File: src/rtl/hues_pkg.sv
// Shared types, codes and byte tables for the HTML/URL escape stream.
`default_nettype none
package hues_pkg;

  localparam int Q_DEPTH = 4;

  localparam logic [1:0] MODE_PASS = 2'd0;
  localparam logic [1:0] MODE_HTML = 2'd1;
  localparam logic [1:0] MODE_URL  = 2'd2;

  localparam logic REG_ESCAPE_MODE = 1'b0;

  typedef struct packed {
    logic [7:0] in_char;
    logic       final_char;
  } in_word_t;

  typedef struct packed {
    logic [7:0] out_char;
    logic       run_last;
    logic       call_done;
  } out_word_t;

  typedef enum logic [2:0] {
    KIND_PASS = 3'd0,
    KIND_QUOT = 3'd1,
    KIND_GT   = 3'd2,
    KIND_LT   = 3'd3,
    KIND_AMP  = 3'd4,
    KIND_APOS = 3'd5,
    KIND_URL  = 3'd6
  } kind_t;

  typedef struct packed {
    kind_t      kind;
    logic [7:0] ch;
    logic       fin;
  } tok_t;

  function automatic logic url_reserved(input logic [7:0] c);
    logic r;
    case (c)
      "!", "]", "[", "#", "?", "/", ",", "$", "+", "=", "&", "@",
      ":", ";", ")", "(", "'", "*", "<", ">", "\"", " ", "%": r = 1'b1;
      default: r = 1'b0;
    endcase
    return r;
  endfunction

  function automatic kind_t classify(input logic [1:0] mode, input logic [7:0] c);
    kind_t k;
    k = KIND_PASS;
    if (mode == MODE_HTML) begin
      case (c)
        "\"":    k = KIND_QUOT;
        ">":     k = KIND_GT;
        "<":     k = KIND_LT;
        "&":     k = KIND_AMP;
        "'":     k = KIND_APOS;
        default: k = KIND_PASS;
      endcase
    end else if (mode != MODE_PASS) begin
      // mode three escapes as URL too
      if (url_reserved(c)) k = KIND_URL;
    end
    return k;
  endfunction

  // number of bytes emitted for a token, minus one
  function automatic logic [2:0] tok_last_idx(input kind_t k);
    logic [2:0] n;
    case (k)
      KIND_PASS: n = 3'd0;
      KIND_QUOT: n = 3'd5;
      KIND_GT:   n = 3'd3;
      KIND_LT:   n = 3'd3;
      KIND_AMP:  n = 3'd4;
      KIND_APOS: n = 3'd5;
      KIND_URL:  n = 3'd2;
      default:   n = 3'd0;
    endcase
    return n;
  endfunction

  function automatic logic [7:0] hex_digit(input logic [3:0] v);
    logic [7:0] d;
    if (v < 4'd10) d = 8'("0") + {4'd0, v};
    else           d = 8'("A") + {4'd0, v} - 8'd10;
    return d;
  endfunction

  // entity text left-aligned in six bytes
  function automatic logic [7:0] str_byte(input logic [47:0] s, input logic [2:0] idx);
    logic [7:0] b;
    case (idx)
      3'd0:    b = s[47:40];
      3'd1:    b = s[39:32];
      3'd2:    b = s[31:24];
      3'd3:    b = s[23:16];
      3'd4:    b = s[15:8];
      3'd5:    b = s[7:0];
      default: b = 8'd0;
    endcase
    return b;
  endfunction

  function automatic logic [7:0] tok_byte(input tok_t t, input logic [2:0] idx);
    logic [7:0] b;
    case (t.kind)
      KIND_PASS: b = t.ch;
      KIND_QUOT: b = str_byte("&quot;", idx);
      KIND_GT:   b = str_byte({"&gt;", 16'd0}, idx);
      KIND_LT:   b = str_byte({"&lt;", 16'd0}, idx);
      KIND_AMP:  b = str_byte({"&amp;", 8'd0}, idx);
      KIND_APOS: b = str_byte("&apos;", idx);
      KIND_URL: begin
        if (idx == 3'd0)      b = "%";
        else if (idx == 3'd1) b = hex_digit(t.ch[7:4]);
        else                  b = hex_digit(t.ch[3:0]);
      end
      default:   b = t.ch;
    endcase
    return b;
  endfunction

endpackage
`default_nettype wire

File: src/rtl/html_url_escape_stream.sv
// Top level of the HTML entity / URL percent escape stream.
//
//   channel  handshake          payload                        dir
//   in       in_push / in_full  in_word  {in_char, final_char} in
//   out      out_pop / out_empty out_word {out_char, run_last, call_done} out
//   cfg      APB write/read     escape_mode at address 0      in
//
// A plain character yields one output byte; an escaped one yields its entity
// or percent bytes (3 for URL, 4 to 6 for HTML), set by the byte expander.
// First byte passes the front register, token queue and output register.
// Reset is synchronous; it empties the token queue and output register and
// sets escape_mode to pass-through. Output stalls back up through the queue.
`default_nettype none
module html_url_escape_stream #(
  parameter int QDEPTH = hues_pkg::Q_DEPTH
) (
  input  wire logic                clk,
  input  wire logic                rst_n,
  input  wire logic                in_push,
  output logic                     in_full,
  input  wire hues_pkg::in_word_t  in_word,
  output logic                     out_empty,
  input  wire logic                out_pop,
  output hues_pkg::out_word_t      out_word,
  input  wire logic                cfg_psel,
  input  wire logic                cfg_penable,
  input  wire logic                cfg_pwrite,
  input  wire logic [2:0]          cfg_paddr,
  input  wire logic [31:0]         cfg_pwdata,
  output logic [31:0]              cfg_prdata,
  output logic                     cfg_pready
);
  import hues_pkg::*;

  logic [1:0] mode_r;
  logic       cfg_wr;
  logic       fr_valid, q_full, q_empty, q_pop;
  tok_t       fr_tok, q_tok;

  assign cfg_pready = 1'b1;
  assign cfg_wr     = cfg_psel && cfg_penable && cfg_pwrite && cfg_pready;
  assign cfg_prdata = (cfg_paddr[2] == REG_ESCAPE_MODE) ? {30'd0, mode_r} : 32'd0;

  always_ff @(posedge clk) begin
    if (!rst_n) begin
      mode_r <= MODE_PASS;
    end else if (cfg_wr && cfg_paddr[2] == REG_ESCAPE_MODE) begin
      mode_r <= cfg_pwdata[1:0];
    end
  end

  hues_front u_front (
    .clk       (clk),
    .rst_n     (rst_n),
    .mode      (mode_r),
    .in_push   (in_push),
    .in_full   (in_full),
    .in_word   (in_word),
    .tok_valid (fr_valid),
    .tok       (fr_tok),
    .q_full    (q_full)
  );

  hues_queue #(.QDEPTH(QDEPTH)) u_queue (
    .clk   (clk),
    .rst_n (rst_n),
    .push  (fr_valid),
    .wdata (fr_tok),
    .full  (q_full),
    .pop   (q_pop),
    .rdata (q_tok),
    .empty (q_empty)
  );

  hues_back u_back (
    .clk       (clk),
    .rst_n     (rst_n),
    .tok_valid (!q_empty),
    .tok       (q_tok),
    .tok_pop   (q_pop),
    .out_empty (out_empty),
    .out_pop   (out_pop),
    .out_word  (out_word)
  );

endmodule
`default_nettype wire

File: src/rtl/hues_front.sv
// Front stage: accepts input words, classifies them into escape tokens.
`default_nettype none
module hues_front (
  input  wire logic              clk,
  input  wire logic              rst_n,
  input  wire logic [1:0]        mode,
  input  wire logic              in_push,
  output logic                   in_full,
  input  wire hues_pkg::in_word_t in_word,
  output logic                   tok_valid,
  output hues_pkg::tok_t         tok,
  input  wire logic              q_full
);
  import hues_pkg::*;

  logic fr_valid_r, fr_valid_nxt;
  tok_t tok_r;
  logic accept, advance;

  assign in_full = fr_valid_r && q_full;
  assign accept  = in_push && !in_full;
  assign advance = fr_valid_r && !q_full;
  assign fr_valid_nxt = accept || (fr_valid_r && !advance);

  always_ff @(posedge clk) begin
    if (!rst_n) begin
      fr_valid_r <= 1'b0;
    end else begin
      fr_valid_r <= fr_valid_nxt;
    end
  end

  always_ff @(posedge clk) begin
    if (accept) begin
      tok_r.kind <= classify(mode, in_word.in_char);
      tok_r.ch   <= in_word.in_char;
      tok_r.fin  <= in_word.final_char;
    end
  end

  assign tok_valid = fr_valid_r;
  assign tok       = tok_r;

endmodule
`default_nettype wire

File: src/rtl/hues_queue.sv
// Token queue between the classifier and the byte expander.
`default_nettype none
module hues_queue #(
  parameter int QDEPTH = hues_pkg::Q_DEPTH
) (
  input  wire logic           clk,
  input  wire logic           rst_n,
  input  wire logic           push,
  input  wire hues_pkg::tok_t wdata,
  output logic                full,
  input  wire logic           pop,
  output hues_pkg::tok_t      rdata,
  output logic                empty
);
  import hues_pkg::*;

  localparam int AW = (QDEPTH > 1) ? $clog2(QDEPTH) : 1;
  localparam int CW = $clog2(QDEPTH + 1);

  tok_t            mem [QDEPTH];
  logic [AW-1:0]   wr_ptr_r, wr_ptr_nxt;
  logic [AW-1:0]   rd_ptr_r, rd_ptr_nxt;
  logic [CW-1:0]   count_r, count_nxt;
  logic            do_push, do_pop;

  assign full    = (count_r == CW'(QDEPTH));
  assign empty   = (count_r == '0);
  assign do_push = push && !full;
  assign do_pop  = pop && !empty;

  always_comb begin
    wr_ptr_nxt = wr_ptr_r;
    rd_ptr_nxt = rd_ptr_r;
    if (do_push) wr_ptr_nxt = (wr_ptr_r == AW'(QDEPTH - 1)) ? '0 : wr_ptr_r + 1'b1;
    if (do_pop)  rd_ptr_nxt = (rd_ptr_r == AW'(QDEPTH - 1)) ? '0 : rd_ptr_r + 1'b1;
    count_nxt = count_r;
    if (do_push && !do_pop)      count_nxt = count_r + 1'b1;
    else if (do_pop && !do_push) count_nxt = count_r - 1'b1;
  end

  always_ff @(posedge clk) begin
    if (!rst_n) begin
      wr_ptr_r <= '0;
      rd_ptr_r <= '0;
      count_r  <= '0;
    end else begin
      wr_ptr_r <= wr_ptr_nxt;
      rd_ptr_r <= rd_ptr_nxt;
      count_r  <= count_nxt;
    end
  end

  always_ff @(posedge clk) begin
    if (do_push) mem[wr_ptr_r] <= wdata;
  end

  assign rdata = mem[rd_ptr_r];

endmodule
`default_nettype wire

File: src/rtl/hues_back.sv
// Back stage: expands the head token into bytes, one word per cycle while the output is not stalled.
`default_nettype none
module hues_back (
  input  wire logic            clk,
  input  wire logic            rst_n,
  input  wire logic            tok_valid,
  input  wire hues_pkg::tok_t  tok,
  output logic                 tok_pop,
  output logic                 out_empty,
  input  wire logic            out_pop,
  output hues_pkg::out_word_t  out_word
);
  import hues_pkg::*;

  logic       out_valid_r;
  logic [2:0] idx_q_r, idx_q_nxt;
  logic       out_valid_nxt;
  out_word_t  out_r;
  logic       load, last;

  assign last    = (idx_q_r == tok_last_idx(tok.kind));
  assign load    = tok_valid && (!out_valid_r || out_pop);
  assign tok_pop = load && last;

  always_comb begin
    idx_q_nxt = idx_q_r;
    if (load) idx_q_nxt = last ? 3'd0 : idx_q_r + 3'd1;
    out_valid_nxt = load || (out_valid_r && !out_pop);
  end

  always_ff @(posedge clk) begin
    if (!rst_n) begin
      idx_q_r     <= 3'd0;
      out_valid_r <= 1'b0;
    end else begin
      idx_q_r     <= idx_q_nxt;
      out_valid_r <= out_valid_nxt;
    end
  end

  always_ff @(posedge clk) begin
    if (load) begin
      out_r.out_char  <= tok_byte(tok, idx_q_r);
      out_r.run_last  <= last;
      out_r.call_done <= last && tok.fin;
    end
  end

  assign out_empty = !out_valid_r;
  assign out_word  = out_r;

endmodule
`default_nettype wire

File: config.mk
export PLATFORM = sky130hd
export DESIGN_NAME = html_url_escape_stream
export DESIGN_NICKNAME = d
export VERILOG_FILES = /design/src/rtl/hues_pkg.sv /design/src/rtl/html_url_escape_stream.sv /design/src/rtl/hues_front.sv /design/src/rtl/hues_queue.sv /design/src/rtl/hues_back.sv
export SDC_FILE = /design/constraint.sdc
export NUM_CORES = 1
export LEC_CHECK = 0
export BUFFER_PORTS_ARGS = -buffer_cell sky130_fd_sc_hd__clkbuf_2
export CORE_ASPECT_RATIO = 1.75
export CORE_MARGIN = 4
export CORE_UTILIZATION = 35
export CTS_CLUSTER_SIZE = 12
export DETAILED_ROUTE_END_ITERATION = 10
export GPL_ROUTABILITY_DRIVEN = 0
export GPL_TIMING_DRIVEN = 0
export PLACE_DENSITY = 0.57
export SETUP_SLACK_MARGIN = 0.05
export SYNTH_ARGS = -nofsm -noshare
export SYNTH_HDL_FRONTEND = slang
export SYNTH_SLANG_ARGS = --single-unit
File: constraint.sdc
create_clock -name clk -period 3.95 [get_ports clk]
set_input_delay 1.185 -clock clk [delete_from_list [all_inputs] [get_ports clk]]
set_output_delay 1.185 -clock clk [all_outputs]
set_load 0.05 [all_outputs]
==> results_dict.tcl <==
set metrics [dict create \
    slew_viol_final 0 \
    rsz0062_at_grt "no" \
    outcome "completed" \
    postCtsSetupBuffers 0 \
    cts_buffer_depth 2 \
    dieArea_um2 15100 \
    critical_path_class "reg2reg" \
    ir_worst_vdd_uv 220 \
    avgSynthCellArea_um2 11.7 \
    ioPinCount 96 \
    synth-main-ff-cell "edfxtp_1" \
    tritoncts "built" \
    die_h_um 159 \
    report.final.hold_viol_count 0 \
    portBuffers 31 \
    syn_inst 393 \
    antenna_found_initial 0 \
    clk_pin_slew_ns 0.07 \
    fmax_mhz 296 \
    worstPathRequired_ns 4.21 \
    drt_iter0_markers 146 \
    syn2layout_area_growth_pct 18.1 \
    yosysSeqAreaShare 0.528 \
    p_leak_uw 0.00207 \
    min_period_ns 3.38 \
    max_stage_delay_ns 0.63 \
    grt_max_degree 17 \
    timing.final.crit_share 0.854 \
    yosys_warnings 0 \
    power_density_nw_per_um2 659 \
    fp-row-count 55 \
    crit_chain "buf_6, buf_4, mux4_2, a211oi_1, or4_1, o41ai_2, inv_1, ha_1, inv_1, fa_1, xor2_1, or3_1, a21oi_1" \
    ys_types 57 \
    num-fill-cells 1242 \
    syn-cell-area_um2 4590 \
    end_kind "flop" \
    setup_viol 0 \
    slowest_stage "mux4_2" \
    post_drt_wl_per_cell_um 15.0 \
    cts_buffers 9 \
    synth_seq_cells 86 \
    drcViolationCount 0 \
    drive_gt1_frac 0.215 \
    hold_end "u_back.out_valid_r" \
    dp_hpwl_um 7330 \
    reg2reg_depth 13 \
    n_antenna_cell 0 \
    synth_edf_count 70 \
    hp-class "reg2reg" \
    start_kind "flop" \
    ant_nets 0 \
    grt_pass1_wl_um 16100 \
    timing.rr.end "u_queue.count_r[2]" \
    grt_pass1_vias 3344 \
    arrival_ns 3.64 \
    worst_clock_skew_ns 0.00768 \
    routed_wl_um 9630 \
    min_from "u_back.out_valid_r" \
    cts.htree.levels 3 \
    cts.repair.resized 0 \
    drt_pass1_iterations 4 \
    whs_path_depth 2 \
    clock_sinks 86 \
    grt-ovfl-total 0 \
    nNetsFinal 529 \
    clk_latency_ns 0.34 \
    critPathMaxFanout 10 \
    r2r_slack_ns 0.57 \
    start_util 0.356 \
    crit_top_cell "inv_1" \
    vias 3202 \
    worst_pin_slew_ns 1.08 \
    grt_use_total 0.137 \
    drv_cap 0 \
    synthArstFlopShare 0 \
    cts_root_buf "clkbuf_16" \
    p_total_uw 3570 \
    viasPerCell 5.00 \
    setup-tns-final_ns 0 \
    slew_headroom 0.280 \
    cts_hold_buf 0 \
    core_um2 12900 \
    fp.dieW_um 94.5 \
]
## cell usage in the layout, fill, tap and decap left out, types with 4 or more instances in the layout
cell,netlist,layout
clkbuf_16,0,9
and2_1,5,5
nand2_1,21,21
nor2b_1,14,14
a31oi_1,4,4
or3_1,4,4
inv_1,15,15
mux2i_1,13,13
nor2_1,34,34
ha_1,13,13
o21ai_0,19,19
a211oi_1,7,7
clkbuf_1,12,12
buf_4,32,32
nand3_1,11,11
conb_1,2,31
o22ai_1,5,5
edfxtp_1,70,70
clkbuf_2,0,31
a21oi_1,13,13
nor3_1,13,13
dfxtp_1,16,16
mux4_2,13,13
## how the worst max path moves through the flow
stage / start / end / depth (start not counted)
floorplan: out_pop / u_queue.count_r[2] / 10
global placement: out_pop / u_queue.count_r[2] / 11
detailed placement: out_pop / u_queue.count_r[2] / 11
CTS: flop / u_queue.count_r[2] / 13
global route: flop / u_queue.count_r[2] / 13
finish: flop / u_queue.count_r[2] / 13
## power breakdown
group	switching, µW	internal [µW]	total (µW)
Sequential	58.6	1160	1220
Combinational	915	443	1360
Clock	367	628	995
## registers in the layout, indices dropped and copies added, names as in the netlist, named ones only
signal / count
u_back.out_valid_r: 1
u_queue.count_r: 3
u_front.tok: 12
u_queue.rd_ptr_r: 2
u_queue.mem: 48
mode_r: 2
u_front.tok_valid: 1
u_back.idx_q_r: 3
u_queue.wr_ptr_r: 2
u_back.out_word: 10
## synthesized netlist by cell type (all sizes together), types with 3 or more instances
library cell | n | area (µm²)
and3 | 3 | 18.8
and2 | 5 | 31.3
o21ai | 20 | 100
ha | 13 | 163
inv | 15 | 56.3
dfxtp | 16 | 320
a2111oi | 3 | 32.5
o22ai | 5 | 31.3
edfxtp | 70 | 2100
nor2 | 34 | 128
or3 | 4 | 25.0
nor2b | 14 | 87.6
mux2i | 13 | 130
mux4 | 13 | 293
nand2b | 3 | 18.8
nand2 | 21 | 78.8
buf | 37 | 277
nor3 | 13 | 65.1
o21bai | 3 | 22.5
a21oi | 13 | 65.1
nand3 | 11 | 55.1
clkbuf | 12 | 45.0
a211oi | 7 | 52.6
a31oi | 4 | 25.0
## per-stage QoR
step	utilization	cell area (µm²)	instances	hold slack [ns]	setup slack, ns
floorplan	-	4700	422	0.445	0.845
global placement	0.394	5060	624	0.456	0.527
detailed placement	0.394	5060	624	0.470	0.481
CTS	0.421	5420	640	0.480	0.552
global route	0.421	5420	640	0.504	0.348
finish	0.421	5420	640	0.470	0.575
## critical path: cells and delay by family (launching register included)
kind / cells / cell delay (ns)
AOI/OAI and AO/OA: 3 / 0.64
xor gates and xnor gates: 1 / 0.15
adders and majority gates: 2 / 0.54
buffers and inverters: 4 / 0.53
DFF: 1 / 0.32
muxes: 1 / 0.63
and+or+nand+nor: 2 / 0.49
## layer usage
| layer | GRT usage | vias to the layer above | routed length, µm |
|---|---|---|---|
| met3 | 0.0213 | 29 | 382 |
| li1 | - | 1552 | - |
| met4 | 0.0867 | 0 | 445 |
| met1 | 0.143 | 1511 | 3480 |
| met5 | 0 | - | 0 |
| met2 | 0.247 | 110 | 5320 |
## area by class of cell
| type | instances | area [µm²] | share of cell area |
|---|---|---|---|
| Tap cell | 171 | 214 | 0.0395 |
| Sequential cell | 86 | 2420 | 0.447 |
| Buffer | 49 | 322 | 0.0594 |
| Clock buffer | 9 | 225 | 0.0416 |
| Multi-Input combinational cell | 271 | 1890 | 0.349 |
| Inverter | 16 | 60.1 | 0.0111 |
| Clock inverter | 7 | 128 | 0.0236 |
| Timing Repair Buffer | 31 | 155 | 0.0286 |
## kinds of logic (layout without fill, tap and decap cells)
| kind of cell | count (synthesis) | count (layout) | share of synthesized area |
|---|---|---|---|
| flops | 86 | 86 | 0.528 |
| buf+inv | 65 | 112 | 0.0832 |
| simple gates | 118 | 118 | 0.131 |
| other cells | 2 | 31 | 0.00164 |
| mux | 27 | 27 | 0.0947 |
| xor+xnor | 4 | 4 | 0.00764 |
| compound gates | 77 | 77 | 0.114 |
| fa+ha+maj | 14 | 14 | 0.0398 |
No activity file was read; power rests on OpenSTA's default activity.
